==> config.mk <==
export PLATFORM = sky130hd
export DESIGN_NAME = bdf_queue
export DESIGN_NICKNAME = d
export VERILOG_FILES = /design/src/rtl/bdf_pkg.sv /design/src/rtl/bdf_queue.sv
export SDC_FILE = /design/constraint.sdc
export NUM_CORES = 1
export LEC_CHECK = 0
export ABC_AREA = 1
export BUFFER_PORTS_ARGS = -buffer_cell sky130_fd_sc_hd__buf_2
export CAP_MARGIN = 5
export CORE_AREA = 8 8 224 226
export DETAILED_ROUTE_END_ITERATION = 12
export DIE_AREA = 0 0 232 234
export HOLD_SLACK_MARGIN = 0.05
export PLACE_DENSITY = 0.75
export SLEW_MARGIN = 30
export SYNTH_ARGS = -nofsm -noshare
export SYNTH_HDL_FRONTEND = slang
export SYNTH_SLANG_ARGS = --single-unit
==> constraint.sdc <==
create_clock -name i_clk -period 3.8 [get_ports i_clk]
set_clock_uncertainty 0.05 [all_clocks]
set_input_delay 0.19 -clock i_clk [delete_from_list [all_inputs] [get_ports i_clk]]
set_output_delay 0.19 -clock i_clk [all_outputs]
set_load 0.02 [all_outputs]
==> src/rtl/bdf_pkg.sv <==
// Shared types and constants for the buoyancy and drag force unit.
package bdf_pkg;

    localparam logic [1:0] SHAPE_BOX     = 2'd0;
    localparam logic [1:0] SHAPE_SPHERE  = 2'd1;
    localparam logic [1:0] SHAPE_CAPSULE = 2'd2;
    localparam logic [1:0] SHAPE_NONE    = 2'd3;

    localparam logic [1:0] CFG_GRAVITY  = 2'd0;
    localparam logic [1:0] CFG_STRENGTH = 2'd1;
    localparam logic [1:0] CFG_DRAG     = 2'd2;

    localparam logic [30:0] GRAVITY_RST  = 31'd642908;
    localparam logic [30:0] STRENGTH_RST = 31'd65536;
    localparam logic [30:0] DRAG_RST     = 31'd65536;
    localparam logic [31:0] Q_HALF       = 32'd32768;

    localparam int DIV_STAGES = 17;
    localparam int QDEPTH     = 4;

    typedef struct packed {
        logic        skip;
        logic [16:0] ratio;
        logic [30:0] mass;
        logic [31:0] vel_x;
        logic [31:0] vel_y;
        logic [31:0] vel_z;
    } t_item;

    typedef struct packed {
        logic full;
        logic empty;
    } t_qstat;

endpackage

==> src/rtl/bdf_queue.sv <==
// Short queue between the ratio front end and the force back end.
module bdf_queue (
    input  logic            i_clk,
    input  logic            i_rst_n,
    input  logic            i_push,
    input  bdf_pkg::t_item  i_item,
    input  logic            i_pop,
    output bdf_pkg::t_item  o_head,
    output bdf_pkg::t_qstat o_qstat
);
    import bdf_pkg::*;

    localparam int AW = $clog2(QDEPTH);

    t_item        r_mem [0:QDEPTH-1];
    logic [AW-1:0] r_wr;
    logic [AW-1:0] r_rd;
    logic [AW:0]   r_cnt;

    assign o_head        = r_mem[r_rd];
    assign o_qstat.full  = r_cnt == (AW+1)'(QDEPTH);
    assign o_qstat.empty = r_cnt == '0;

    always_ff @(posedge i_clk) begin
        if (!i_rst_n) begin
            r_wr  <= '0;
            r_rd  <= '0;
            r_cnt <= '0;
        end else begin
            if (i_push) begin
                r_wr <= r_wr + AW'(1);
            end
            if (i_pop) begin
                r_rd <= r_rd + AW'(1);
            end
            r_cnt <= r_cnt + (AW+1)'(i_push) - (AW+1)'(i_pop);
        end
        if (i_push) begin
            r_mem[r_wr] <= i_item;
        end
    end

endmodule

Word level (Yosys, flattened, before mapping)

Memories as Yosys holds them, arrays and structs flattened. A register that Yosys moved wholly into a read port is not among the register bits.
Cells that the tools add are included.

Multiply operators: 0
Muxes and demuxes: 4
Divide/modulo/power cells: 0
$lt $le $gt $ge: 0
Reduce and logical (&&, ||, !) cells: 1
Bitwise logic cells: 0
Eq/ne operators: 1
Shifts and indexed selects: 0
Add/sub/neg operators: 4

Operator list:

| cell                                                          | number |
|---|---|
| 2-bit by 1-bit adder with 2-bit output, second input constant | 2 |
| 2-bit 2-to-1 mux                                              | 2 |
| 3-bit by 1-bit adder with 3-bit output                        | 1 |
| 3-bit == test, second input constant                          | 1 |
| 3-bit logical NOT                                             | 1 |
| 3-bit by 1-bit subtractor with 3-bit output                   | 1 |
| 1-bit 2-to-1 mux                                              | 2 |

Register bits: 7
Bits in latches: 0
Memory bits (read-only): 0
Memory bits (writable): 580
Word-level logic and storage cells: 14
Output and inout port bits: 147
Memories: 1

Memories:

| memory | words | bits a word | read ports | clocked after memory_dff | write ports | line            | text |
|---|---|---|---|---|---|---|---|
| r_mem  | 4     | 145         | 1          | 1                        | 1           | bdf_queue.sv:15 | `t_item r_mem [0:QDEPTH-1];` |

Depth between registers and ports, before layout

Word-level depth: 3
Gate-level depth with buffers: 8

Worst setup path before layout

Ideal clock, no wire load.

Path type: reg2reg
Start point: reg r_wr[0]
End point: mem r_mem[2][0] in the netlist's numbering (enable)
Path buffers: 0
Data required time: 3,252 ps
Slack: -126 ps
Arrival time: 3,378 ps
Library setup time: 498 ps
Cell stages (with the launch flop): 5
Path through: dfxtp_1 inv_1 ha_1 nand2_1 inv_1

RTL lines:

| item                   | line            | text |
|---|---|---|
| start, declared        | bdf_queue.sv:16 | `logic [AW-1:0] r_wr;` |
| start signal, assigned | bdf_queue.sv:31 | `r_wr <= r_wr + AW'(1);` |
| end, declared          | bdf_queue.sv:15 |  |

Straight into the memory's write port.

==> impl_metrics.json <==
{
  "p_leak_nw": 11.26,
  "arrival_ns": 2.51,
  "worst_setup_path_start_kind": "flop",
  "gr-total-overflow": 0,
  "ys_seq_area_frac": 0.7359,
  "rows": 80,
  "worstSkewPairLatency_ns": 0.59,
  "synth_top_area_frac": 0.7283,
  "root_buffer": "clkbuf_16",
  "grt_pass1_wl_um": 78330,
  "cts_resized": 0,
  "cap_violations": 0,
  "routedWlPerCell_um": 17.82,
  "avgSynthCellArea_sq_um": 13.69,
  "grt_max_degree": 121,
  "finalSetupViolations": 0,
  "final_nets": 2338,
  "setup_slack_ns": 1.050,
  "syn_inst": 1747,
  "drt-vias-per-instance": 5.116,
  "path_cells": "buf_4 > a21oi_1 > o21ai_0 > nand2_1 > buf_2",
  "grt_antenna_before_repair": 6,
  "cts.path.max_buffers": 3,
  "path_max_fanout": 61,
  "drtIter0Drc": 1101,
  "use_met2": 0.3184,
  "area_delta_synth_final_pct": 22.21,
  "io_pins": 296,
  "synth_cell_types": 20,
  "status": "finished, final reports clean",
  "fmax_mhz": 363.6,
  "die-width_um": 232,
  "finalHoldViolCount": 0,
  "grt_pass1_vias": 14750,
  "synth_seq_cells": 589,
  "period_minus_slack_ns": 2.750,
  "cp-end-kind": "output port",
  "total_power_w": 0.01463,
  "die_area_sq_um": 54290,
  "tns_ns": 0,
  "clk_pin_slew_ns": 0.06,
  "synth_nets": 1903,
  "critPathMaxStageDelay_ns": 0.87,
  "ant_nets": 0,
  "drc_errors": 0,
  "cp.required_ns": 3.56,
  "cts_tree": "done",
  "post-route-period-util": 0.7237,
  "clkSinkCount": 589,
  "hold_path.class": "input pin to flop",
  "dp_hpwl_um": 29630,
  "path_class": "flop to output port",
  "slowest_stage": "dfxtp_4",
  "crit_family": "flip-flops",
  "synth.cell_area_sq_um": 23910,
  "yosysTopAreaCell": "edfxtp_1",
  "gp_congestion": 0.7579,
  "rsz0062_at_grt": "false",
  "ys_top_cells_by_area": "edfxtp_1 73%, o211ai_2 7.6%, inv_1 4.8%",
  "tightest_slew_ns": 0.9680,
  "powerDensity_nw_per_um2": 500.6,
  "portBuffers": 295,
  "max_slew_margin": 0.3547,
  "drive_gt1_frac": 0.2472,
  "slew_viol_final": 0,
  "ir_drop_mv": 0.4356,
  "cts_setup_buffers": 0,
  "pre_cts_ws_ns": 1.631,
  "routed_wl_um": 50650,
  "die_y_um": 234,
  "num-fill-cells": 3374,
  "hold_ws_ns": 0.2916,
  "cts_hold_buf": 149,
  "cts_inserted_buffers": 57,
  "grt_util_met3": 0.03955,
  "initial_core_util": 0.5105,
  "num_vias": 14540,
  "synth.yosys.warnings": 0,
  "fp.coreArea_sq_um": 46840,
  "htree_num_levels": 2,
  "top_usage_layer": "met2",
  "first_pass_iters": 5,
  "use_met1": 0.2208,
  "grt_usage": 0.1821,
  "cp_num_buf_inv": 2
}
cells in the mapped netlist:
master / n
a21oi_1: 151
o211ai_2: 145
nand3_1: 1
buf_1: 6
o21ai_1: 11
buf_6: 24
inv_2: 2
ha_1: 6
nand2_1: 300
o21ai_0: 138
inv_1: 303
edfxtp_1: 580
buf_4: 8
nor3_1: 1
fa_1: 1
nor2_1: 2
buf_2: 25
dfxtp_1: 9
clkbuf_1: 31
clkbuf_4: 3
path summary, 6_finish.rpt:
| check | slack [ns] | startpoint | depth (start not counted) | end |
|---|---|---|---|---|
| hold / removal | 0.29 | i_item[77] | 2 | r_mem[3][77] |
| setup / recovery | 1.05 | flop | 5 | o_head[32] |
| setup reg to reg | 1.68 | r_wr[0] | 4 | r_mem[3][8] |
| hold reg to reg | 0.43 | r_rd[1] | 2 | flop |
per-stage QoR:
stage | util | cell area, sq um | cells
finish | 0.6239 | 29220 | 2842
global route | 0.6238 | 29220 | 2841
CTS | 0.6235 | 29210 | 2836
detailed placement | 0.5538 | 25940 | 2589
global placement | 0.5538 | 25940 | 2589
floorplan | - | 23930 | 1747
kinds of logic after synthesis:
logic type / count (synthesis) / share of synthesized area
AO/OA/AOI/OAI: 445 / 0.1387
adder cells (fa/ha/maj): 7 / 0.003977
buffers and inverters: 402 / 0.07367
flip-flops: 589 / 0.7359
AND/OR/NAND/NOR: 304 / 0.04782
per-layer routing:
layer,vias up,share of wire
met5,-,0.00026
met4,2,0.026
met3,90,0.060
met2,399,0.51
met1,7077,0.40
li1,6973,-
layout by cell type (no fill, tap or decap), types with 16 or more instances in the layout:
| cell type | instances |
|---|---|
| inv_1 | 299 |
| dlygate4sd3_1 | 149 |
| o211ai_2 | 145 |
| o21ai_0 | 138 |
| a21oi_1 | 151 |
| nand2_1 | 300 |
| buf_4 | 16 |
| clkbuf_16 | 59 |
| buf_2 | 295 |
| edfxtp_1 | 580 |
report_power, final:
part           total [W]  leakage, nW  switching (W)  internal, W
combinational    0.00169         5.00        0.00113     0.000565
clock            0.00540        0.859        0.00225      0.00314
sequential       0.00754         5.40       0.000105      0.00744
final cells by class:
type / count / area, sq um / area share
flip-flops and latches: 589 / 17600 / 0.6024
multi-input cells: 756 / 4554 / 0.1558
repair buffers: 473 / 3348 / 0.1146
clock buffers: 70 / 1518 / 0.05193
inverters: 305 / 1160 / 0.03969
well taps: 615 / 769.5 / 0.02633
clock inverters: 28 / 255.2 / 0.008734
diodes: 6 / 15.01 / 0.0005138
registers in the layout, summed over array words and instances, names as in the netlist, named ones only:
signal / count
r_wr: 2
r_mem: 580
r_cnt: 3
r_rd: 2
Power figures use the tool's default switching activity.
